==> config.mk <==
export PLATFORM = sky130hd
export DESIGN_NAME = mcrs_fifo
export DESIGN_NICKNAME = d
export VERILOG_FILES = /design/src/rtl/multi_chain_ring_store_core_defines.svh /design/src/rtl/mcrs_pkg.sv /design/src/rtl/mcrs_fifo.sv
export SDC_FILE = /design/constraint.sdc
export NUM_CORES = 1
export LEC_CHECK = 0
export ABC_AREA = 1
export ABC_CLOCK_PERIOD_IN_PS = 3300
export BUFFER_PORTS_ARGS = -buffer_cell sky130_fd_sc_hd__buf_2
export CAP_MARGIN = 25
export CORE_MARGIN = 1
export CORE_UTILIZATION = 52
export DETAILED_ROUTE_END_ITERATION = 8
export HOLD_SLACK_MARGIN = 0.03
export PLACE_DENSITY = 0.79
export SETUP_SLACK_MARGIN = 0.15
export SYNTH_ARGS = -nofsm -noshare
export SYNTH_HDL_FRONTEND = slang
export SYNTH_SLANG_ARGS = --single-unit
==> constraint.sdc <==
create_clock -name clk_i -period 3.3 [get_ports clk_i]
set_input_delay 0.66 -clock clk_i [delete_from_list [all_inputs] [get_ports clk_i]]
set_output_delay 0.66 -clock clk_i [all_outputs]
set_load 0.01 [all_outputs]
==> src/rtl/multi_chain_ring_store_core_defines.svh <==
// Assertion helpers shared by the ring store modules.
// Each macro expects clk_i and rst_ni in the scope where it is used.
`ifndef MULTI_CHAIN_RING_STORE_CORE_DEFINES_SVH
`define MULTI_CHAIN_RING_STORE_CORE_DEFINES_SVH

// Check a consequence in the same cycle as its cause.
`define MCRS_ASSERT_NOW(label, ante, cons, msg) \
  label: assert property (@(posedge clk_i) disable iff (!rst_ni) (ante) |-> (cons)) \
    else $error(msg);

// Check a consequence in the cycle after its cause.
`define MCRS_ASSERT_NEXT(label, ante, cons, msg) \
  label: assert property (@(posedge clk_i) disable iff (!rst_ni) (ante) |=> (cons)) \
    else $error(msg);

`endif

==> src/rtl/mcrs_pkg.sv <==
package mcrs_pkg;

  // Default sizing
  localparam int unsigned MaxChainsDef = 8;
  localparam int unsigned MaxElemsDef  = 64;
  localparam int unsigned EntryBitsDef = 32;

  // Register reset values
  localparam int unsigned ElemsRstVal  = 20;
  localparam int unsigned ChainsRstVal = 1;

  localparam int unsigned CfgIdxW  = 2;
  localparam int unsigned CfgDataW = 7;

  typedef enum logic [CfgIdxW-1:0] {
    CFG_ELEMS  = 2'd0,
    CFG_CHAINS = 2'd1
  } mcrs_cfg_idx_e;

  typedef enum logic [2:0] {
    OP_ADD       = 3'd0,
    OP_REMOVE    = 3'd1,
    OP_CLEAR     = 3'd2,
    OP_CLEAR_ALL = 3'd3,
    OP_UPDATE    = 3'd4,
    OP_READ      = 3'd5,
    OP_COUNT     = 3'd6
  } mcrs_op_e;

  typedef enum logic [1:0] {
    ST_OK        = 2'd0,
    ST_BAD_CHAIN = 2'd1,
    ST_EMPTY     = 2'd2,
    ST_RANGE     = 2'd3
  } mcrs_status_e;

  typedef enum logic [1:0] {
    BK_IDLE = 2'd0,
    BK_CALC = 2'd1,
    BK_ACC  = 2'd2
  } mcrs_state_e;

  typedef struct packed {
    logic [2:0]  operation;
    logic [2:0]  chain_index;
    logic [5:0]  element_index;
    logic [31:0] entry_data;
  } mcrs_in_t;

  typedef struct packed {
    logic [31:0] read_data;
    logic [6:0]  element_count;
    logic [1:0]  status;
  } mcrs_out_t;

  // Classified command handed from front to back
  typedef struct packed {
    mcrs_op_e    kind;
    logic        bad_chain;
    logic [2:0]  chain;
    logic [5:0]  elem;
    logic [31:0] data;
  } mcrs_cmd_t;

endpackage

==> src/rtl/mcrs_fifo.sv <==
module mcrs_fifo (
  input  logic              clk_i,
  input  logic              rst_ni,
  input  logic              push_i,
  input  mcrs_pkg::mcrs_cmd_t push_data_i,
  input  logic              pop_i,
  output logic              valid_o,
  output mcrs_pkg::mcrs_cmd_t pop_data_o
);
  import mcrs_pkg::*;

  mcrs_cmd_t   entry_q [2];
  logic        wr_ptr_q, rd_ptr_q;
  logic [1:0]  fill_q;
  logic        do_push, do_pop;

  assign do_push    = push_i && (fill_q != 2'd2);
  assign do_pop     = pop_i && (fill_q != 2'd0);
  assign valid_o    = (fill_q != 2'd0);
  assign pop_data_o = entry_q[rd_ptr_q];

  // Store incoming commands
  always_ff @(posedge clk_i) begin
    if (do_push) begin
      entry_q[wr_ptr_q] <= push_data_i;
    end
  end

  // Advance pointers and fill level
  always_ff @(posedge clk_i or negedge rst_ni) begin
    if (!rst_ni) begin
      wr_ptr_q <= 1'b0;
      rd_ptr_q <= 1'b0;
      fill_q   <= 2'd0;
    end else begin
      if (do_push) wr_ptr_q <= ~wr_ptr_q;
      if (do_pop)  rd_ptr_q <= ~rd_ptr_q;
      case ({do_push, do_pop})
        2'b10:   fill_q <= fill_q + 2'd1;
        2'b01:   fill_q <= fill_q - 2'd1;
        default: fill_q <= fill_q;
      endcase
    end
  end

endmodule

# Word-level counts from Yosys, hierarchy flattened
# Memory sizes are Yosys's and may differ from the RTL's.
# Cells that the tools add are included.
[totals]
memories = 1
register_bits = 4
mem_bits_ro = 0
out_inout_bits = 46
elab_cells = 18
input_bits = 49
mem_bits_rw = 90
latch_bits = 0
[memory_table]
columns = ["name", "words", "width", "rd", "rd_clocked_by_memory_dff", "wr", "line_no", "rtl"]
rows = [
  ["entry_q", 2, 45, 1, 0, 1, "mcrs_fifo.sv:12", "mcrs_cmd_t entry_q [2];"],
]
[classes]
shifts = 0
n_eq_ne = 3
add_sub_neg = 2
mul = 0
n_mux = 3
reduce_logical = 4
bitwise = 2
n_div = 0
order_cmp = 0
[ops]
columns = ["cell", "count"]
rows = [
  ["$pmux W2 S2", 1],
  ["$reduce_bool A2 Y1", 2],
  ["$add A2 B1 Y2 const B", 1],
  ["$eq A2 B1 Y1 const B", 1],
  ["$eq A2 B2 Y1 const B", 1],
  ["$logic_and A1 B1 Y1", 2],
  ["$mux W1", 2],
  ["$ne A2 B2 Y1 const B", 1],
  ["$not A1 Y1", 2],
  ["$sub A2 B1 Y2 const B", 1],
]

# Depth between registers and ports, before layout
# Gate-level depths: netlist of the first run.
[logic_depth]
depth_word = 4
ltp_mapped = 10
ltp_nobuf = 10

# Worst setup path after synthesis of the first run
# Ideal clock, no wire load.
[synth_path]
path_kind = "in2reg"
start = "input port push_i"
end = "memory entry_q[1][0] in the netlist's numbering, enable pin"
path_buffers = 0
path_stages = 2
t_arrival_ns = 2.634
path_slack_ns = 0.219
t_required_ns = 2.853
setup_ns = 0.447
path_cell_list = "nand2_1 > nor2_1"
[synth_between]
elab_chain_cells = 3
[synth_lines]
columns = ["item", "line_no", "rtl"]
rows = [
  ["from (decl)", "mcrs_fifo.sv:4", "input logic push_i,"],
  ["$logic_and A1 B1 Y1", "mcrs_fifo.sv:17", "assign do_push = push_i && (fill_q != 2'd2);"],
  ["$mux W1", "mcrs_fifo.sv:24", "if (do_push) begin"],
  ["$mux W1 (not written as such)", "mcrs_fifo.sv:25", "entry_q[wr_ptr_q] <= push_data_i;"],
  ["to (decl)", "mcrs_fifo.sv:12", ""],
]
# Every way passes these cells.

==> summary.md, run 1 <==
| Metric | Value |
|---|---|
| CTS sink cnt | 94 |
| Req. time, crit path | 2640 ps |
| DR WL/cell | 14.0 um |
| Vias in the first global route | roughly 2200 |
| CP arrival | ~1700 ps |
| Synth area leaders | edfxtp_1 76%, nand2_1 16%, dfrtp_1 2.8% |
| Fin worst setup slack | a little over 900 ps |
| Post-CTS Setup Inserts | 0 |
| RSZ-0062 raised after global routing | false |
| Sequential fraction of the synthesis area | 79.0% |
| Top Ports | 95 |
| Max-cap viol count | 0 |
| Total Die Area | between 0.007 and 0.008 mm2 |
| Initial Util | 54.9% |
| Drt total wl | 6250 um |
| Fill count | 507 |
| Slowest-stage cell, CP | inv_2 |
| Mapped Nets | 315 |
| Worst Max-Slew Pin Slew | 781 ps |
| Post-route insts no fill | 446 |
| Post-CTS Resized | 0 |
| Syn. warnings | 0 |
| Dpl hpwl | slightly below 4000 um |
| Pwr/cell area | 864 mW/mm2 |
| Worst-path maximum fanout | 46 |
| EDFF count, synth | 90 |
| First-pass GRT wire length | about 9900 um |
| Leak Pwr | 1.87 nW |
| Cell count after synthesis | ~270 |
| Area leader, netlist | edfxtp_1 |
| Crit share post-route | 72.0% |
| Longest Clk Path Bufs | 2 |
| FF+latch area | 0.00280 mm2 |
| Pin count of the biggest net entering global routing | 47 |
| Placed inst area | 0.00402 mm2 |
| Most used cell, CP | nand2_1 |
| Initial drt markers | 121 |
| Peak per-stage delay on the critical path | between 500 and 600 ps |
| Die extent in x | 84.6 um |
| Area of the core | 0.00646 mm2 |
| Final min period | approximately 2400 ps |
| H-tree levels | 3 |
| Worst min path class | input pin to asynchronous set/reset pin |
| TritonCTS clock tree | built |
| Area share of the largest cell type after synthesis | between 70 and 80% |
| Register clock-pin slew on the reported worst setup and hold paths | 90 ps |
| Number of nets with antenna violations after routing | 0 |
| Area of the mapped netlist | 0.00355 mm2 |
| Post-synthesis register bit count | 94 |
| Fmax | 0.421 GHz |
| Pre-CTS WS | 1270 ps |
| # DRC | 0 |
| Final instance area | ~0.0042 mm2 |
| Library cells used by synthesis | 14 |
| Synth cell count leaders | 147 x nand2_1, 90 x edfxtp_1, 7 x inv_1 |
| Final Wtd Congestion | 0.770 |
| VDD IR max | 0.000453 V |
| Layout cells sized above 1 | 31.7% |
| Clk_skew | 9.83 ps |
| Port bufs | 94 |
| Final hold viol count | 0 |
| Layout Nets | 414 |
| Number of diodes | 0 |
| Crit path cell chain | inv_2 > nand2_1 > nand2_1 > buf_2 |
| GRT Total Usage | 18.5% |
| Vias post-DR | between 2000 and 2500 |
| Cts hold-fix bufs | 0 |
| Die Ht | approximately 85 um |
| Global route overflow | 0 |
| Antenna violations before repair | 0 |
| Site Rows | 29 |
| Ys async rst share | 4.26% |
| TritonCTS buffer count | 9 |
| Root Driver | clkbuf_8 |
| Synthesized area per cell | 13.4 um2 |
| Design Power | 3.66 mW |
| Fin Setup TNS | 0 ps |
| Cells on worst reg2reg path | 5 |
| Final setup vio count | 0 |
| Run status | finished clean |
| Top_reg_cell synth | edfxtp_1 |
| Clk_lat worst skew | 340 ps |
| Relative slew slack | a little under half |
| Area grow syn2layout | 19.4% |
| Startpoint type of the worst setup path | register |
| Multi-input logic area | 606 um2 |
| Placed insts | 429 |
| Slew Limit Fails | 0 |
| CP Capture Type | primary output |
| Initial DRT Pass Iterations | 6 |
| Most frequent cell after synthesis | nand2_1 |
| Worst setup path category | register to primary output |
| Vias/cell | 5.02 |
-- state kept, by name, indices dropped and copies added, names as in the netlist --
name      count
rd_ptr_q      1
wr_ptr_q      1
entry_q      90
fill_q        2
-- cell families after synthesis --
family | after synthesis | synth area share (%)
XOR/XNOR | 1 | 0.247
adder cells (fa/ha/maj) | 1 | 0.353
buffers and inverters | 17 | 4.13
flip-flops | 94 | 79.0
AND/OR/NAND/NOR | 152 | 16.3
-- final timing paths --
path | slack (ps) | from | to
worst max-delay path | 920 | rd_ptr_q | pop_data_o[18]
worst max register to register | 1610 | fill_q[0] | entry_q[1][22]
min in group clk_i | 490 | wr_ptr_q | wr_ptr_q
worst min register to register | 490 | wr_ptr_q | wr_ptr_q
worst min-delay path | 110 | rst_ni | wr_ptr_q
max in group asynchronous | 3050 | rst_ni | rd_ptr_q
-- final cells by class --
type / instances / area share, %
Inverter: 8 / 0.709
Sequential cell: 94 / 66.2
Tap cell: 77 / 2.27
Clock buffer: 9 / 2.92
Clock inverter: 7 / 1.68
Timing Repair Buffer: 97 / 11.9
Multi-Input combinational cell: 154 / 14.3
-- power by group --
group	total (mW)	internal [mW]	leakage (nW)	switching, mW
clock network	0.739	0.353	0.104	0.386
registers	1.70	1.63	0.884	0.0711
logic	1.22	0.406	0.886	0.816
total	3.66	2.39	1.87	1.27
-- stage by stage --
stage          utilization [%]  hold WS (ps)
6_report                  65.6           105
5_1_grt                   65.6          89.2
4_1_cts                   65.3          85.3
3_5_place_dp              62.3           470
3_3_place_gp              62.3           454
2_1_floorplan                -           364
-- worst max-delay path: cells and delay by family, from the launching register on --
family,cells,cell delay (ps)
simple gates,2,260
flops,1,410
buf+inv,2,700
-- routing by layer --
layer	track usage [%]	part of all wire (%)
met3	4.72	6.3
met5	0	0
met2	31.5	50
met4	8.17	1.2
met1	22.5	42
-- cell usage in the layout (no fill, tap or decap) --
master and n:
nand2_1 147, buf_2 94, edfxtp_1 90, clkbuf_8 9, inv_1 6, nand3_1 3, clkinv_2 3, dfrtp_1 3
inv_2 2, inv_6 2, buf_4 2, nor2_4 1, xnor2_1 1, nand4_1 1, ha_1 1, clkinv_4 1
bufinv_16 1, buf_12 1, dfrtp_2 1
Note: power is estimated with default switching activity, not from simulation.
==> run 2: changes to the inputs <==
--- a/config.mk
+++ b/config.mk
@@ -5,8 +5,8 @@
 export SDC_FILE = /design/constraint.sdc
 export NUM_CORES = 1
 export LEC_CHECK = 0
-export ABC_AREA = 1
-export ABC_CLOCK_PERIOD_IN_PS = 3300
+export ABC_AREA = 0
+export ABC_CLOCK_PERIOD_IN_PS = 2200
 export BUFFER_PORTS_ARGS = -buffer_cell sky130_fd_sc_hd__buf_2
 export CAP_MARGIN = 25
 export CORE_MARGIN = 1
==> constraint.sdc (replaced) <==
create_clock -name clk_i -period 2.2 [get_ports clk_i]
set_input_delay 0.44 -clock clk_i [delete_from_list [all_inputs] [get_ports clk_i]]
set_output_delay 0.44 -clock clk_i [all_outputs]
set_load 0.01 [all_outputs]
==> run 2 against run 1 <==
Effect of this change:
- die area rose by 1.8%
- hold slack improved by 180 ps
- setup slack lost 640 ps
- final cell count decreased by 21%
- largest cell class unchanged
==> summary.md, run 2 <==
| Metric | Value |
|---|---|
| Fmax | 0.522 GHz |
| Worst hold slack | 283 ps |
| Most common cell after layout, fill and taps aside | buf_2 |
| Final min period | 1920 ps |
| H-tree levels | 3 |
| Initial DRT Pass Iterations | 3 |
| Biggest regs | entry_q (90), fill_q (2) |
| Global route overflow | 0 |
| Worst Max-Slew Pin Slew | 370 ps |
| EDFF count, synth | 90 |
| TritonCTS buffer count | 9 |
| Number of nets with antenna violations after routing | 0 |
| # DRC | 0 |
| Synth area leaders | edfxtp_1 75%, mux2_4 16%, dfrtp_1 2.8% |
| Clk_lat worst skew | 340 ps |
| Post-synthesis mux area share | around 18% |
| Vias in the first global route | 1827 |
| Die Ht | 85.4 um |
| Crit path cell chain | buf_4 > mux2_1 > buf_2 |
| Peak per-stage delay on the critical path | roughly 440 ps |
| GRT Total Usage | roughly 16% |
| Antenna violations before repair | 0 |
| Initial drt markers | between 50 and 60 |
| Largest family of logic cells by synthesized area | multiplexers |
| Register clock-pin slew on the reported worst setup and hold paths | 90 ps |
| Leak Pwr | 1.80 nW |
| Synth cell count leaders | 90 x edfxtp_1, 39 x mux2_4, 6 x mux2_1 |
| Max reg flops | 90 |
| Vias post-DR | between 1500 and 2000 |
| Mapped Nets | 208 |
| DR WL/cell | 15.9 um |
| Switching portion of total power | roughly 28% |
| Worst setup path category | register to primary output |
| Worst-path maximum fanout | 6 |
| Logic pwr share | 35.0% |
| First-pass GRT wire length | 8700 um |
| Clk pwr share | 20.4% |
| Buf/Inv on CP | 2 |
| CP Capture Type | primary output |
| CTS sink cnt | 94 |
| Worst min path class | input pin to register |
| Final hold viol count | 0 |
| Clk_skew | around 7.4 ps |
| Port bufs | 94 |
| Area of the core | 0.00676 mm2 |
| Pwr/cell area | around 1300 mW/mm2 |
| Slew Limit Fails | 0 |
| Post-synthesis simple-gate area fraction | less than 1% |
| Crit share post-route | 87.1% |
| Layout Nets | 317 |
| Most frequent cell after synthesis | edfxtp_1 |
| Max-cap viol count | 0 |
| Total Die Area | 0.00729 mm2 |
| Syn. warnings | 0 |
| Relative slew slack | 75.3% |
| CP arrival | between 1000 and 1500 ps |
| Area leader, netlist | edfxtp_1 |
| Cell count after synthesis | 158 |
| Biggest register | entry_q |
| Area of the mapped netlist | roughly 0.0036 mm2 |
| TritonCTS clock tree | built |
| Synthesized area per cell | 22.9 um2 |
| Internal Power | 4.14 mW |
| Startpoint type of the worst setup path | register |
| Die extent in x | 85.4 um |
| Site Rows | 30 |
| Layout cells sized above 1 | 58.8% |
| Top_reg_cell synth | edfxtp_1 |
| Final setup vio count | 0 |
| RSZ-0062 raised after global routing | false |
| Req. time, crit path | roughly 1800 ps |
| Area share of the largest cell type after synthesis | 74.8% |
| Ys async rst share | under 10% |
| Drt total wl | 5610 um |
| Run status | finished clean |
| Post-Synth XOR/XNOR Area | 1.21% |
| Area grow syn2layout | 23.2% |
| Commonest cells after routing, fill and taps aside | 94 x buf_2, 90 x edfxtp_1, 39 x mux2_4, 9 x clkbuf_8 |
| Post-synthesis register bit count | 94 |
| VDD IR max | 0.000843 V |
| Top Ports | 95 |
| Crit path max-delay family | flip-flops |
| Dpl hpwl | 3810 um |
| Longest Clk Path Bufs | 2 |
| Adder-cell share of the synthesized area | 0.346% |
| Initial Util | 53.5% |
| Compound-Gate Fraction of Synth Area | less than 1% |
| Final core occ | 65.9% |
| Fin Setup TNS | 0 ps |
| Post-CTS Resized | 0 |
| Sequential fraction of the synthesis area | 77.6% |
| Vias/cell | 4.96 |
| Sw power | between 1.5 and 2 mW |
| Number of diodes | 0 |
| Library cells used by synthesis | 13 |
| Slowest-stage cell, CP | dfrtp_2 |
| Final Wtd Congestion | between 0.6 and 0.7 |
| Pin count of the biggest net entering global routing | 26 |
| Root Driver | clkbuf_8 |
| Register share of total power | about 45% |
[run 2: changes by cell type in the layout (fill, tap and decap cells not counted), moves of 2 or more]
cell | before | now
buf_4 | 2 | 6
clkinv_1 | 0 | 3
clkinv_2 | 3 | 0
inv_1 | 6 | 2
inv_2 | 2 | 0
mux2_1 | 0 | 6
mux2_4 | 0 | 39
nand2_1 | 147 | 0
nand3_1 | 3 | 0
xnor2_1 | 1 | 4
[run 2: path summary, 6_finish.rpt]
path	endpoint	slack (ps)	start	depth (start not counted)
max	pop_data_o[40]	280	rd_ptr_q	3
min	entry_q[0][28]	280	push_data_i[28]	1
max reg2reg	fill_q[1]	690	fill_q[0]	5
min reg2reg	wr_ptr_q	570	wr_ptr_q	1
max in group asynchronous	rd_ptr_q	1620	rst_ni	2
min in group asynchronous	fill_q[1]	440	rst_ni	2
[run 2: worst reg2reg max path, delay by kind of cell (launching register included)]
kind,cells,cell delay (ps)
DFF,1,440
xor gates and xnor gates,1,120
and+or+nand+nor,3,570
adders and majority gates,1,300
[run 2: cell type report]
cell class                 instances  area (um2)
fill                             473        2310
sequential                        94        2800
multi-input combinational         57         762
timing repair buffer             103         566
clock inverter                     7        87.6
clock buffer                       9         124
inverter                           2        7.51
tap                               80         100
[run 2: routing by layer]
metal,routed length (um),global-route usage [%]
met2,2830,26.9
met3,276,4.18
met4,89,7.58
met5,0,0
met1,2410,20.4
[run 2: cells by family (layout without fill, tap and decap cells)]
| group | after synthesis | in the layout |
|---|---|---|
| flip-flops | 94 | 94 |
| multiplexers | 45 | 45 |
| buffers and inverters | 7 | 121 |
| XOR/XNOR | 5 | 5 |
| AND/OR/NAND/NOR | 5 | 5 |
| adder cells (fa/ha/maj) | 1 | 1 |
| AO/OA/AOI/OAI | 1 | 1 |
[run 2: what timing repair did]
action	in CTS	in global routing
endpoints found under the hold margin	4	0
hold buffers	1	0
buffers inserted	2	0
endpoints found under the setup margin	38	0
[run 2: stage by stage]
stage          setup slack, ps  area [um2]  cells  power [mW]
2_1_floorplan             65.6        3620    158        4.01
3_3_place_gp               488        4210    333        4.60
3_5_place_dp               467        4210    333        4.64
4_1_cts                    266        4450    352        5.86
5_1_grt                    207        4450    352        6.08
6_report                   284        4450    352        5.79
[run 2: power groups by stage]
stage               Clock [mW]  Combinational (mW)  Sequential (mW)
finish                    1.18                2.02             2.58
detailed placement           0                1.98             2.67
floorplan                    0                1.43             2.58
global placement             0                1.96             2.64
global route              1.29                2.17             2.62
CTS                       1.22                2.05             2.59
