## config.mk

```make
export PLATFORM = sky130hd
export DESIGN_NAME = mcrs_front
export DESIGN_NICKNAME = d
export VERILOG_FILES = /design/src/rtl/mcrs_pkg.sv /design/src/rtl/mcrs_front.sv
export VERILOG_INCLUDE_DIRS = /design/src /design/src/rtl
export SDC_FILE = /design/constraint.sdc
export NUM_CORES = 1
export LEC_CHECK = 0
export BUFFER_PORTS_ARGS = -buffer_cell sky130_fd_sc_hd__buf_2
export CAP_MARGIN = 15
export CELL_PAD_IN_SITES_DETAIL_PLACEMENT = 0
export CELL_PAD_IN_SITES_GLOBAL_PLACEMENT = 2
export CORE_UTILIZATION = 15
export CTS_BUF_LIST = sky130_fd_sc_hd__clkbuf_2 sky130_fd_sc_hd__clkbuf_4 sky130_fd_sc_hd__clkbuf_8
export CTS_CLUSTER_DIAMETER = 150
export CTS_CLUSTER_SIZE = 25
export DETAILED_ROUTE_END_ITERATION = 10
export GPL_ROUTABILITY_DRIVEN = 0
export GPL_TIMING_DRIVEN = 0
export PLACE_DENSITY_LB_ADDON = 0.25
export REMOVE_ABC_BUFFERS = 1
export SLEW_MARGIN = 10
export SYNTH_ARGS = -nofsm -noshare
export SYNTH_HDL_FRONTEND = slang
export SYNTH_SLANG_ARGS = --single-unit
```

## constraint.sdc

```tcl
create_clock -name clk_i -period 1.6 [get_ports clk_i]
set_input_delay 0.32 -clock clk_i [delete_from_list [all_inputs] [get_ports clk_i]]
set_output_delay 0.32 -clock clk_i [all_outputs]
set_load 0.03 [all_outputs]
```

## src/rtl/multi_chain_ring_store_core_defines.svh

```systemverilog
// Assertion helpers shared by the ring store modules.
// Each macro expects clk_i and rst_ni in the scope where it is used.
`ifndef MULTI_CHAIN_RING_STORE_CORE_DEFINES_SVH
`define MULTI_CHAIN_RING_STORE_CORE_DEFINES_SVH

// Check a consequence in the same cycle as its cause.
`define MCRS_ASSERT_NOW(label, ante, cons, msg) \
  label: assert property (@(posedge clk_i) disable iff (!rst_ni) (ante) |-> (cons)) \
    else $error(msg);

// Check a consequence in the cycle after its cause.
`define MCRS_ASSERT_NEXT(label, ante, cons, msg) \
  label: assert property (@(posedge clk_i) disable iff (!rst_ni) (ante) |=> (cons)) \
    else $error(msg);

`endif

```

## src/rtl/mcrs_pkg.sv

```systemverilog
package mcrs_pkg;

  // Default sizing
  localparam int unsigned MaxChainsDef = 8;
  localparam int unsigned MaxElemsDef  = 64;
  localparam int unsigned EntryBitsDef = 32;

  // Register reset values
  localparam int unsigned ElemsRstVal  = 20;
  localparam int unsigned ChainsRstVal = 1;

  localparam int unsigned CfgIdxW  = 2;
  localparam int unsigned CfgDataW = 7;

  typedef enum logic [CfgIdxW-1:0] {
    CFG_ELEMS  = 2'd0,
    CFG_CHAINS = 2'd1
  } mcrs_cfg_idx_e;

  typedef enum logic [2:0] {
    OP_ADD       = 3'd0,
    OP_REMOVE    = 3'd1,
    OP_CLEAR     = 3'd2,
    OP_CLEAR_ALL = 3'd3,
    OP_UPDATE    = 3'd4,
    OP_READ      = 3'd5,
    OP_COUNT     = 3'd6
  } mcrs_op_e;

  typedef enum logic [1:0] {
    ST_OK        = 2'd0,
    ST_BAD_CHAIN = 2'd1,
    ST_EMPTY     = 2'd2,
    ST_RANGE     = 2'd3
  } mcrs_status_e;

  typedef enum logic [1:0] {
    BK_IDLE = 2'd0,
    BK_CALC = 2'd1,
    BK_ACC  = 2'd2
  } mcrs_state_e;

  typedef struct packed {
    logic [2:0]  operation;
    logic [2:0]  chain_index;
    logic [5:0]  element_index;
    logic [31:0] entry_data;
  } mcrs_in_t;

  typedef struct packed {
    logic [31:0] read_data;
    logic [6:0]  element_count;
    logic [1:0]  status;
  } mcrs_out_t;

  // Classified command handed from front to back
  typedef struct packed {
    mcrs_op_e    kind;
    logic        bad_chain;
    logic [2:0]  chain;
    logic [5:0]  elem;
    logic [31:0] data;
  } mcrs_cmd_t;

endpackage

```

## src/rtl/mcrs_front.sv

```systemverilog
`include "multi_chain_ring_store_core_defines.svh"

module mcrs_front #(
  parameter int unsigned MAX_CHAINS = mcrs_pkg::MaxChainsDef,
  parameter int unsigned MAX_ELEMS  = mcrs_pkg::MaxElemsDef,
  localparam int unsigned CNT_W = $clog2(MAX_ELEMS + 1),
  localparam int unsigned NCH_W = $clog2(MAX_CHAINS + 1)
) (
  input  logic                            clk_i,
  input  logic                            rst_ni,
  input  logic                            start,
  output logic                            busy,
  input  mcrs_pkg::mcrs_in_t              item_i,
  input  logic                            cfg_valid_i,
  output logic                            cfg_ready_o,
  input  logic [mcrs_pkg::CfgIdxW-1:0]    cfg_index_i,
  input  logic [mcrs_pkg::CfgDataW-1:0]   cfg_data_i,
  input  logic                            res_valid_i,
  output logic                            push_o,
  output mcrs_pkg::mcrs_cmd_t             cmd_o,
  output logic [CNT_W-1:0]                cap_o,
  output logic                            cfg_clear_o
);
  import mcrs_pkg::*;

  localparam int unsigned CapRst = (ElemsRstVal > MAX_ELEMS) ? MAX_ELEMS : ElemsRstVal;
  localparam int unsigned NchRst = (ChainsRstVal > MAX_CHAINS) ? MAX_CHAINS : ChainsRstVal;

  logic [CNT_W-1:0] cap_q, cap_d;
  logic [NCH_W-1:0] nch_q, nch_d;
  logic             busy_q;
  logic             accept, cfg_wr;
  logic [3:0]       nch_raw;

  // Take register writes only while no item is in flight or being taken
  assign accept      = start && !busy_q;
  assign busy        = busy_q;
  assign cfg_ready_o = !busy_q && !start;
  assign cfg_wr      = cfg_valid_i && cfg_ready_o;
  assign cfg_clear_o = cfg_wr && ((cfg_index_i == CFG_ELEMS) || (cfg_index_i == CFG_CHAINS));
  assign cap_o       = cap_q;
  assign nch_raw     = cfg_data_i[3:0];

  // Clamp register writes into the supported range
  always_comb begin
    cap_d = cap_q;
    nch_d = nch_q;
    if (cfg_wr && (cfg_index_i == CFG_ELEMS)) begin
      if (cfg_data_i == '0) begin
        cap_d = CNT_W'(1);
      end else if (32'(cfg_data_i) > MAX_ELEMS) begin
        cap_d = CNT_W'(MAX_ELEMS);
      end else begin
        cap_d = CNT_W'(cfg_data_i);
      end
    end
    if (cfg_wr && (cfg_index_i == CFG_CHAINS)) begin
      if (nch_raw == '0) begin
        nch_d = NCH_W'(1);
      end else if (32'(nch_raw) > MAX_CHAINS) begin
        nch_d = NCH_W'(MAX_CHAINS);
      end else begin
        nch_d = NCH_W'(nch_raw);
      end
    end
  end

  // Classify the incoming item
  always_comb begin
    cmd_o.chain     = item_i.chain_index;
    cmd_o.elem      = item_i.element_index;
    cmd_o.data      = item_i.entry_data;
    cmd_o.bad_chain = (32'(item_i.chain_index) >= 32'(nch_q));
    case (item_i.operation)
      OP_ADD:       cmd_o.kind = OP_ADD;
      OP_REMOVE:    cmd_o.kind = OP_REMOVE;
      OP_CLEAR:     cmd_o.kind = OP_CLEAR;
      OP_CLEAR_ALL: cmd_o.kind = OP_CLEAR_ALL;
      OP_UPDATE:    cmd_o.kind = OP_UPDATE;
      OP_READ:      cmd_o.kind = OP_READ;
      default:      cmd_o.kind = OP_COUNT;
    endcase
  end

  assign push_o = accept;

  // Hold configuration and the busy flag
  always_ff @(posedge clk_i or negedge rst_ni) begin
    if (!rst_ni) begin
      cap_q  <= CNT_W'(CapRst);
      nch_q  <= NCH_W'(NchRst);
      busy_q <= 1'b0;
    end else begin
      cap_q <= cap_d;
      nch_q <= nch_d;
      if (accept) begin
        busy_q <= 1'b1;
      end else if (res_valid_i) begin
        busy_q <= 1'b0;
      end
    end
  end

  `MCRS_ASSERT_NEXT(a_accept_busy, accept, busy_q, "busy not raised after accept")
  `MCRS_ASSERT_NEXT(a_busy_holds, busy_q && !res_valid_i, busy_q, "busy dropped without result")
  `MCRS_ASSERT_NOW(a_result_owned, res_valid_i, busy_q, "result without an item in flight")

endmodule

```

# After elaboration in Yosys (flattened, before gate mapping)
# Index checks and enable logic that the tools add are counted.
[word_totals]
regBits = 12
out_inout_bits = 56
elab_cells = 33
[classes]
n_lt_le_gt_ge = 3
eq_ne = 6
mux = 7
reduce_logical = 14
[op_table]
columns = ["op", "count"]
rows = [
  ["$pmux 3 s6", 1],
  ["$mux 7", 2],
  ["$mux 4", 2],
  ["$gt 7x7->1 const B", 1],
  ["$logic_not 7->1", 1],
  ["$eq 3x2->1 const B", 2],
  ["$eq 3x3->1 const B", 2],
  ["$logic_and 1x1->1", 6],
  ["$ge 3x4->1", 1],
  ["$gt 4x4->1 const B", 1],
  ["$logic_not 4->1", 1],
  ["$eq 3x1->1 const B", 1],
  ["$logic_not 3->1", 1],
  ["$eq 2x1->1 const B", 1],
  ["$logic_not 1->1", 2],
  ["$logic_not 2->1", 1],
  ["$mux 1", 2],
  ["$reduce_bool 2->1", 1],
  ["$logic_or 1x1->1", 1],
]

# Longest topological paths before layout
# Gate-level depths: netlist of run 1.
[logic_depth]
word_depth = 4
depth_mapped = 6

# Least setup slack after synthesis of run 1
# No wires, ideal clock.
[synth_path]
path_type = "register -> register"
start = "register busy_q, in the netlist busy"
end = "register cap_q[6], in the netlist cap_o[6]"
arrival_time_ns = 1.651
t_required_ns = 1.475
path_slack_ns = -0.176
path_stages_with_launch = 4
n_path_buf = 0
synth_period_minus_slack_ns = 1.776
path_cell_list = "dfrtp_1 nor4b_4 and2b_2 mux2_2"
[synth_between]
elab_chain_len = 4
[synth_lines]
columns = ["item", "line_no", "text"]
rows = [
  ["start, declared", "mcrs_front.sv:31", "logic busy_q;"],
  ["start signal, assigned", "mcrs_front.sv:92", "busy_q <= 1'b0;"],
  ["start signal, assigned", "mcrs_front.sv:97", "busy_q <= 1'b1;"],
  ["start signal, assigned", "mcrs_front.sv:99", "busy_q <= 1'b0;"],
  ["$logic_not 1->1", "mcrs_front.sv:38", "assign cfg_ready_o = !busy_q && !start;"],
  ["$logic_and 1x1->1", "mcrs_front.sv:38", ""],
  ["$logic_and 1x1->1", "mcrs_front.sv:39", "assign cfg_wr = cfg_valid_i && cfg_ready_o;"],
  ["$logic_and 1x1->1", "mcrs_front.sv:48", "if (cfg_wr && (cfg_index_i == CFG_ELEMS)) begin"],
  ["end signal, assigned", "mcrs_front.sv:90", "cap_q <= CNT_W'(CapRst);"],
  ["end signal, assigned", "mcrs_front.sv:94", "cap_q <= cap_d;"],
  ["end, declared", "mcrs_front.sv:29", "logic [CNT_W-1:0] cap_q, cap_d;"],
]
# Every way passes these cells.
# A chain may end at the register's enable or synchronous reset.

==> results of run 1 <==
-- final cells by class --
type	instances	share of cell area, %
sequential	12	30.96
timing repair buffer	38	20.38
clock buffer	4	4.968
inverter	8	3.057
multi-input combinational	40	31.08
tap	75	9.554
-- through the flow --
step,setup slack (ns),hold WS [ns],setup TNS (ns)
after floorplan,-0.2650,0.02441,-0.8463
after global placement,-0.1052,0.2184,-0.1052
after detailed placement,-0.1218,0.2236,-0.1218
after CTS,-0.3279,0.2586,-0.3279
after global routing,-0.3836,0.2626,-0.3836
final,-0.2973,0.2618,-0.2973
-- worst register-to-register path, cell delays in order, from the launching register on --
cell and delay, ns:
dfrtp_1 0.43, nor4b_4 0.33, and2b_4 0.28, mux2_2 0.35
-- layer usage --
metal,share of wire (%),up-vias
met2,32,80
met5,1.3,-
li1,-,285
met1,41,294
met3,25,4
met4,0.81,2
-- worst paths after layout --
kind	from	to	slack [ns]	cells after the start
max	nch_q[0]$_DFFE_PN1P_	cmd_o[41]	-0.30	6
min	res_valid_i	busy$_DFFE_PN0P_	0.26	2
max reg2reg	busy$_DFFE_PN0P_	cap_o[0]$_DFFE_PN0P_	0.10	3
min reg2reg	nch_q[1]$_DFFE_PN0P_	nch_q[1]$_DFFE_PN0P_	0.49	2
max in group asynchronous	rst_ni	cap_o[4]$_DFFE_PN1P_	0.81	2
min in group asynchronous	rst_ni	busy$_DFFE_PN0P_	0.51	2
-- placed cells by master, fill, tap and decap left out, types with 3 or more instances in the layout --
cell type and count:
dfstp_2 3, nor2_1 5, buf_2 35, nand3b_1 5, inv_1 8, dfrtp_1 9
o21ai_0 7, clkbuf_8 3, nand2_1 4, mux2_2 3
-- sequential cells by signal, summed over array words and instances, names as in the netlist --
register,count
busy,1
nch_q,4
cap_o,7
-- power groups by stage --
| stage | combinational [uW] | clock, uW | sequential [uW] |
|---|---|---|---|
| CTS | 437 | 314 | 452 |
| floorplan | 141 | 0 | 562 |
| finish | 435 | 300 | 447 |
| detailed placement | 416 | 0 | 451 |
| global route | 474 | 330 | 462 |
| global placement | 411 | 0 | 451 |
-- cell families (layout without fill, tap and decap cells) --
group	Yosys count	after routing
AND/OR/NAND/NOR	21	21
buffers and inverters	52	50
adder cells (fa/ha/maj)	3	3
multiplexers	3	3
AO/OA/AOI/OAI	13	13
flip-flops	12	12
-- what timing repair did --
item / CTS / global route
hold buffers: 1 / 0
pin swaps: 3 / 0
hold endpoints to repair: 9 / 0
gates resized for setup: 3 / 4
endpoints found under the setup margin: 1 / 4
==> results.py, run 1 <==
metrics = {
    "critical_path": {
        "cp_slowest_cell": "dfstp_2",
        "critPathKind": "reg -> out",
        "startpoint_type": "flip-flop",
        "cp_top_family": "flip-flops",
        "crit_chain": "ha_4 -> nand2b_4 -> a21o_1 -> a21oi_2 -> nor2_1 -> buf_4",
        "crit_arrival_ns": 1.58,
        "cp_max_fo": 2,
        "cp.buffers_inverters": 1,
        "crit_required_ns": 1.28,
        "cp-end-kind": "output pin",
        "slowest_delay_ns": 0.55,
    },
    "die": {
        "core_um2": 5991,
        "fp.dieH_um": 81.04,
        "num_io_pins": 114,
        "row_count": 28,
        "dieArea_um2": 6567,
        "start_util_pct": 15.64,
        "die_w_um": 81.04,
    },
    "synthesis": {
        "syn_inst": 104,
        "yosysWarnings": 0,
        "yosys-top-cells-count": "buf_4 (42), dfrtp_1 (9), inv_1 (8)",
        "synth_xor_area_share_pct": 0,
        "synth_compound_area_share_pct": 7.744,
        "yosysUniqueCellTypes": 19,
        "synth_area_leaders": "buf_4 (34%), dfrtp_1 (24%), dfstp_2 (8.4%)",
        "synth_seq_cells": 12,
        "syn_area_per_cell_um2": 9.011,
        "synth_most_common_cell": "buf_4",
        "synthFlopType": "dfrtp_1",
        "synthAdderAreaFrac_pct": 4.005,
        "yosys.area_share.simple_pct": 14.55,
        "async_flop_share_pct": 100.0,
        "synth_edf_count": 0,
        "synthMuxAreaShare_pct": 3.605,
        "synth_top_family_by_area": "buffers and inverters",
        "yosys.area.top_type_share_pct": 33.64,
        "synth_top_area_cell": "buf_4",
        "syn-cell-area_um2": 937.1,
        "ys_seq_area_share_pct": 32.44,
    },
    "placement": {
        "dp_hpwl_um": 2750,
        "placed_cell_area_um2": 893.4,
        "port_buffers": 37,
        "placed_cells": 172,
    },
    "global_routing": {
        "grt_pass1_vias": 661,
        "antenna_found_initial": 0,
        "grt_start_max_net_pins": 13,
        "grt_use_met3_pct": 14.49,
        "grt.overflow.total": 0,
        "busiest_layer": "met3",
        "grt_pass1_wl_um": 4581,
        "gr-usage-met1_pct": 12.65,
        "grtUsageTotal_pct": 10.81,
        "globalRouteMet2Util_pct": 10.17,
    },
    "detailed_routing": {
        "vias": 665,
        "viasPerCell": 3.757,
        "drt_pass1_iterations": 4,
        "wire_per_inst_um": 19.47,
        "drtIter0Drc": 18,
        "ant_nets": 0,
        "drcViolationCount": 0,
        "drt-total-wl_um": 3446,
    },
    "power_and_ir_drop": {
        "switchingPower_uw": 432.1,
        "p_leak_uw": 0.0004664,
        "seqPwrFrac_pct": 37.8,
        "p_comb_share_pct": 36.8,
        "power.density_nw_per_um2": 1204,
        "p_int_uw": 750.4,
        "swShare_pct": 36.54,
        "p_clk_share_pct": 25.4,
        "ir_drop_uv": 265.7,
        "total_power_uw": 1182,
    },
    "layout": {
        "fin_area_um2": 982.2,
        "nNetsFinal": 164,
        "synthToLayoutAreaGrowth_pct": 4.806,
        "seqCellArea_um2": 304.0,
        "multi_input_area_um2": 305.3,
        "n_fill_cell": 687,
        "final_util_pct": 16.40,
        "drive_gt1_share_pct": 51.96,
        "stdcell_count": 177,
        "antenna_cells": 0,
    },
    "clock_network": {
        "post-cts-setup-buffer-count": 0,
        "clk_latency_ns": 0.24,
        "htreeDepth": 1,
        "numCtsBuffers": 3,
        "clk_path_buf_depth": 2,
        "cts-root-buf": "clkbuf_8",
        "cts_tree": "yes",
        "path_clk_slew_ns": 0.05,
        "cts_sinks": 12,
    },
    "timing": {
        "period_share_pct": 118.6,
        "tightest_slew_ns": 0.2857,
        "finalSetupViolCount": 1,
        "hold_violations": 0,
        "relSlewSlack_pct": 80.95,
        "worst_slack_ns": -0.2973,
        "rsz0062_at_grt": "true",
        "fin_crit_ns": 1.897,
        "fmax_mhz": 527.1,
        "slew_viol_final": 0,
        "skew_ns": 0.003135,
    },
    "status": {
        "violations": "negative setup slack",
        "outcome": "finished with violations",
    },
    "job": {
        "max_cap_viol_count": 0,
    },
    "worst_hold_path": {
        "hp-class": "in -> reg",
    },
}
No activity file was read; power rests on OpenSTA's default activity.
==> inputs of run 2 (changes only) <==
--- a/config.mk
+++ b/config.mk
@@ -18,6 +18,7 @@
 export GPL_ROUTABILITY_DRIVEN = 0
 export GPL_TIMING_DRIVEN = 0
 export PLACE_DENSITY_LB_ADDON = 0.25
+export RECOVER_POWER = 50
 export REMOVE_ABC_BUFFERS = 1
 export SLEW_MARGIN = 10
 export SYNTH_ARGS = -nofsm -noshare
==> results.py, run 2 (synthesis gave the netlist of run 1 again) <==
metrics = {
    "placement": {
        "port_buffers": 37,
        "placed_cells": 172,
        "dp_hpwl_um": 2750,
    },
    "critical_path": {
        "r2r_cells": 3,
        "cp_max_fo": 2,
        "worstReg2RegEnd": "cap_o[0]$_DFFE_PN0P_",
        "r2r_start": "busy$_DFFE_PN0P_",
        "critPathKind": "reg -> out",
        "cp-end-kind": "output pin",
        "crit_arrival_ns": 1.58,
        "r2r_setup_slack_ns": 0.10,
        "cp_slowest_cell": "dfstp_2",
        "startpoint_type": "flip-flop",
        "slowest_delay_ns": 0.55,
        "crit_chain": "ha_4 -> nand2b_4 -> a21o_1 -> a21oi_2 -> nor2_1 -> buf_4",
        "crit_required_ns": 1.28,
    },
    "timing": {
        "hold_slack_ns": 0.2618,
        "relSlewSlack_pct": 54.60,
        "skew_ns": 0.003135,
        "tightest_slew_ns": 0.6810,
        "fin_crit_ns": 1.897,
        "slew_viol_final": 0,
        "period_share_pct": 118.6,
        "finalSetupViolCount": 1,
        "setup_tns_ns": -0.2970,
        "hold_violations": 0,
        "rsz0062_at_grt": "true",
        "fmax_mhz": 527.1,
        "worst_slack_ns": -0.2970,
    },
    "worst_hold_path": {
        "hp-start": "res_valid_i",
        "hp-class": "in -> reg",
        "hold_end": "busy$_DFFE_PN0P_",
        "hold_depth": 2,
    },
    "clock_network": {
        "post-cts-setup-buffer-count": 0,
        "path_clk_slew_ns": 0.05,
        "clk_latency_ns": 0.24,
        "cts-root-buf": "clkbuf_8",
        "cts_tree": "yes",
        "cts_sinks": 12,
        "numCtsBuffers": 3,
        "htreeDepth": 1,
        "clk_path_buf_depth": 2,
    },
    "detailed_routing": {
        "wire_per_inst_um": 19.46,
        "drcViolationCount": 0,
        "vias": 665,
        "viasPerCell": 3.757,
        "drt_pass1_iterations": 4,
        "ant_nets": 0,
        "drtIter0Drc": 18,
        "drt-total-wl_um": 3444,
    },
    "global_routing": {
        "grt_start_max_net_pins": 13,
        "grt_pass1_wl_um": 4581,
        "grtUsageTotal_pct": 10.81,
        "antenna_found_initial": 0,
        "grt_pass1_vias": 661,
        "grt.overflow.total": 0,
    },
    "layout": {
        "final_cell_mix": "buf_2 (34), dfrtp_1 (9), inv_1 (8)",
        "antenna_cells": 0,
        "final_common_cell": "buf_2",
        "nNetsFinal": 164,
        "synthToLayoutAreaGrowth_pct": 4.673,
        "drive_gt1_share_pct": 50.98,
        "largest_register_ff_count": 7,
        "stdcell_count": 177,
    },
    "die": {
        "num_io_pins": 114,
        "row_count": 28,
        "die_w_um": 81.04,
        "fp.dieH_um": 81.04,
        "start_util_pct": 15.64,
        "dieArea_um2": 6567,
        "core_um2": 5991,
    },
    "status": {
        "outcome": "finished with violations",
        "violations": "negative setup slack",
    },
    "power_and_ir_drop": {
        "ir_drop_uv": 265.7,
        "power.density_nw_per_um2": 1205,
        "p_leak_uw": 0.0004636,
    },
    "job": {
        "max_cap_viol_count": 0,
    },
}
## run 2: changes by cell type in the layout (fill, tap and decap cells not counted)
cell      previous run  this run
buf_2               35        34
clkbuf_1             0         1
## run 2: worst max-delay path, delay by kind of cell, from the launching register on
family,cells,cell delay (ns)
buffers and inverters,1,0.16
AND/OR/NAND/NOR,2,0.18
AO/OA/AOI/OAI,2,0.26
adder cells (fa/ha/maj),1,0.19
flip-flops,1,0.55
## run 2: timing repair
item | CTS | global route
resized for setup | 3 | 4
pin swaps | 3 | 0
endpoints found under the setup margin | 1 | 4
hold endpoints to repair | 9 | 0
hold buffers | 1 | 0
## run 2: final cells by class
class | instances | area [um^2]
fillers | 688 | 5010
clock buffers | 4 | 48.80
flip-flops and latches | 12 | 304.0
inverters | 8 | 30.03
repair buffers | 38 | 198.9
multi-input cells | 40 | 305.3
well taps | 75 | 93.84
## run 2: worst max path at each step
stage	start	end	slack [ns]	cells past startpoint
3_5_place_dp	nch_q[0]$_DFFE_PN1P_	cmd_o[41]	-0.12	6
3_3_place_gp	nch_q[0]$_DFFE_PN1P_	cmd_o[41]	-0.11	6
2_1_floorplan	busy$_DFFE_PN0P_	cap_o[6]$_DFFE_PN0P_	-0.27	3
4_1_cts	nch_q[0]$_DFFE_PN1P_	cmd_o[41]	-0.33	6
6_report	nch_q[0]$_DFFE_PN1P_	cmd_o[41]	-0.30	6
5_1_grt	nch_q[0]$_DFFE_PN1P_	cmd_o[41]	-0.38	6
## run 2: routing by layer
metal  routed length, um  GRT usage, %  vias up
met5                  46         5.833        -
met4                  28         2.500        2
met3                 855         14.49        4
met2                1113         10.17       80
met1                1400         12.65      294
li1                    -             -      285
## run 2: power breakdown
group	switching, uW	internal, uW
Sequential	47.5	400
Clock	108	192
Combinational	277	158
Total	432	750
## run 2: metrics by stage
step | power, uW | utilization, % | worst slack (ns) | instance area (um^2)
6_report | 1182 | 16.37 | -0.2970 | 980.9
3_5_place_dp | 867.2 | 14.91 | -0.1218 | 893.4
3_3_place_gp | 861.8 | 14.91 | -0.1052 | 893.4
4_1_cts | 1203 | 16.27 | -0.3279 | 974.7
2_1_floorplan | 702.1 | - | -0.2650 | 614.3
5_1_grt | 1265 | 16.37 | -0.3836 | 980.9
==> inputs of run 3 (changes only) <==
--- a/config.mk
+++ b/config.mk
@@ -9,8 +9,8 @@
 export BUFFER_PORTS_ARGS = -buffer_cell sky130_fd_sc_hd__buf_2
 export CAP_MARGIN = 15
 export CELL_PAD_IN_SITES_DETAIL_PLACEMENT = 0
-export CELL_PAD_IN_SITES_GLOBAL_PLACEMENT = 2
-export CORE_UTILIZATION = 15
+export CELL_PAD_IN_SITES_GLOBAL_PLACEMENT = 1
+export CORE_UTILIZATION = 21
 export CTS_BUF_LIST = sky130_fd_sc_hd__clkbuf_2 sky130_fd_sc_hd__clkbuf_4 sky130_fd_sc_hd__clkbuf_8
 export CTS_CLUSTER_DIAMETER = 150
 export CTS_CLUSTER_SIZE = 25
==> results.py, run 3 (synthesis gave the netlist of run 1 again) <==
metrics = {
    "global_routing": {
        "antenna_found_initial": 0,
        "grt_pass1_vias": 624,
        "grt_start_max_net_pins": 13,
        "grt_pass1_wl_um": 4084,
        "grt.overflow.total": 0,
        "grtUsageTotal_pct": 13.64,
    },
    "status": {
        "outcome": "finished with violations",
        "violations": "negative setup slack",
    },
    "layout": {
        "largest_register_ff_count": 7,
        "fin_area_um2": 957.2,
        "nNetsFinal": 165,
        "seqCellArea_um2": 304.0,
        "drive_gt1_share_pct": 51.46,
        "final_cell_mix": "buf_2 (34), dfrtp_1 (9), inv_1 (8)",
        "multi_input_area_um2": 305.3,
        "synthToLayoutAreaGrowth_pct": 2.136,
        "final_util_pct": 23.10,
        "antenna_cells": 0,
        "n_fill_cell": 487,
        "final_common_cell": "buf_2",
    },
    "timing": {
        "slew_viol_final": 0,
        "tightest_slew_ns": 0.6629,
        "finalSetupViolCount": 1,
        "hold_violations": 0,
        "hold_slack_ns": 0.2594,
        "worst_slack_ns": -0.2996,
        "fin_crit_ns": 1.900,
        "setup_tns_ns": -0.2996,
        "relSlewSlack_pct": 55.81,
        "rsz0062_at_grt": "true",
        "fmax_mhz": 526.4,
        "period_share_pct": 118.7,
        "skew_ns": 0.001072,
    },
    "die": {
        "num_io_pins": 114,
        "core_um2": 4144,
        "fp.dieH_um": 68.80,
        "die_w_um": 68.80,
        "start_util_pct": 22.61,
        "dieArea_um2": 4733,
        "row_count": 23,
    },
    "placement": {
        "port_buffers": 37,
        "dp_hpwl_um": 2753,
        "placed_cell_area_um2": 862.1,
    },
    "detailed_routing": {
        "wl_met1_um": 1117,
        "drtIter0Drc": 19,
        "vias": 631,
        "drcViolationCount": 0,
        "viasPerCell": 4.124,
        "top_layer": "met4",
        "ant_nets": 0,
        "dr_wl_met2_um": 1089,
        "drt_pass1_iterations": 4,
        "drt-total-wl_um": 3234,
        "met3WireLength_um": 1016,
        "wire_per_inst_um": 21.14,
    },
    "critical_path": {
        "cp-end-kind": "output pin",
        "startpoint_type": "flip-flop",
        "critPathKind": "reg -> out",
        "crit_required_ns": 1.28,
        "r2r_start": "busy$_DFFE_PN0P_",
        "crit_start": "nch_q[0]$_DFFE_PN1P_",
        "r2r_setup_slack_ns": 0.13,
        "cp_max_fo": 2,
        "crit_chain": "ha_4 -> nand2b_4 -> a21o_1 -> a21oi_2 -> nor2_1 -> buf_4",
        "slowest_delay_ns": 0.55,
        "crit_arrival_ns": 1.58,
        "cp_slowest_cell": "dfstp_2",
    },
    "power_and_ir_drop": {
        "total_power_uw": 1186,
        "power.density_nw_per_um2": 1239,
        "ir_drop_uv": 300.9,
        "p_leak_uw": 0.0004688,
    },
    "clock_network": {
        "cts_sinks": 12,
        "numCtsBuffers": 3,
        "htreeDepth": 1,
        "path_clk_slew_ns": 0.05,
        "cts-root-buf": "clkbuf_8",
        "cts_tree": "yes",
        "clk_latency_ns": 0.23,
        "clk_path_buf_depth": 2,
    },
    "worst_hold_path": {
        "hp-start": "res_valid_i",
        "hp-class": "in -> reg",
    },
    "job": {
        "max_cap_viol_count": 0,
    },
}
-- run 3: area by class of cell --
| cell class | instances | area share, % |
|---|---|---|
| sequential | 12 | 31.76 |
| tap | 50 | 6.536 |
| timing repair buffer | 39 | 21.57 |
| multi-input combinational | 40 | 31.90 |
| clock buffer | 4 | 5.098 |
| inverter | 8 | 3.137 |
-- run 3: repair_timing --
| action | CTS | global route |
|---|---|---|
| hold endpoints to repair | 9 | 0 |
| hold buffers | 1 | 0 |
| setup buffers | 1 | 0 |
| resized for setup | 3 | 4 |
| pin swaps | 4 | 1 |
| setup endpoints to repair | 1 | 4 |
-- run 3: layer usage --
layer	GRT usage (%)	vias up
li1	-	286
met2	14.46	71
met3	21.55	2
met1	13.11	272
met5	0	-
met4	3.827	0
-- run 3: worst max-delay path, delay by kind of cell, from the launching register on --
kind | cells | cell delay, ns
AO/OA/AOI/OAI | 2 | 0.25
adder cells (fa/ha/maj) | 1 | 0.20
buffers and inverters | 1 | 0.16
flip-flops | 1 | 0.55
AND/OR/NAND/NOR | 2 | 0.17
-- run 3: path summary, 6_finish.rpt --
check / end / cells after the start
max: cmd_o[41] / 6
min: busy$_DFFE_PN0P_ / 2
max reg2reg: cap_o[6]$_DFFE_PN0P_ / 3
min reg2reg: cap_o[2]$_DFFE_PN1P_ / 2
max in group asynchronous: cap_o[0]$_DFFE_PN0P_ / 2
min in group asynchronous: nch_q[1]$_DFFE_PN0P_ / 2
-- run 3: where the power goes --
group	switching (uW)	internal (uW)	leakage (uW)	total (uW)
Sequential	48.4	400	0.000144	448
Combinational	276	164	0.000299	440
Clock	105	192	0.0000262	297
-- run 3: per-stage QoR --
| stage | setup slack, ns | instances |
|---|---|---|
| after global routing | -0.3606 | 153 |
| after global placement | -0.1048 | 147 |
| final | -0.2996 | 153 |
| after CTS | -0.3226 | 153 |
| after detailed placement | -0.1148 | 147 |
| after floorplan | -0.2650 | 60 |
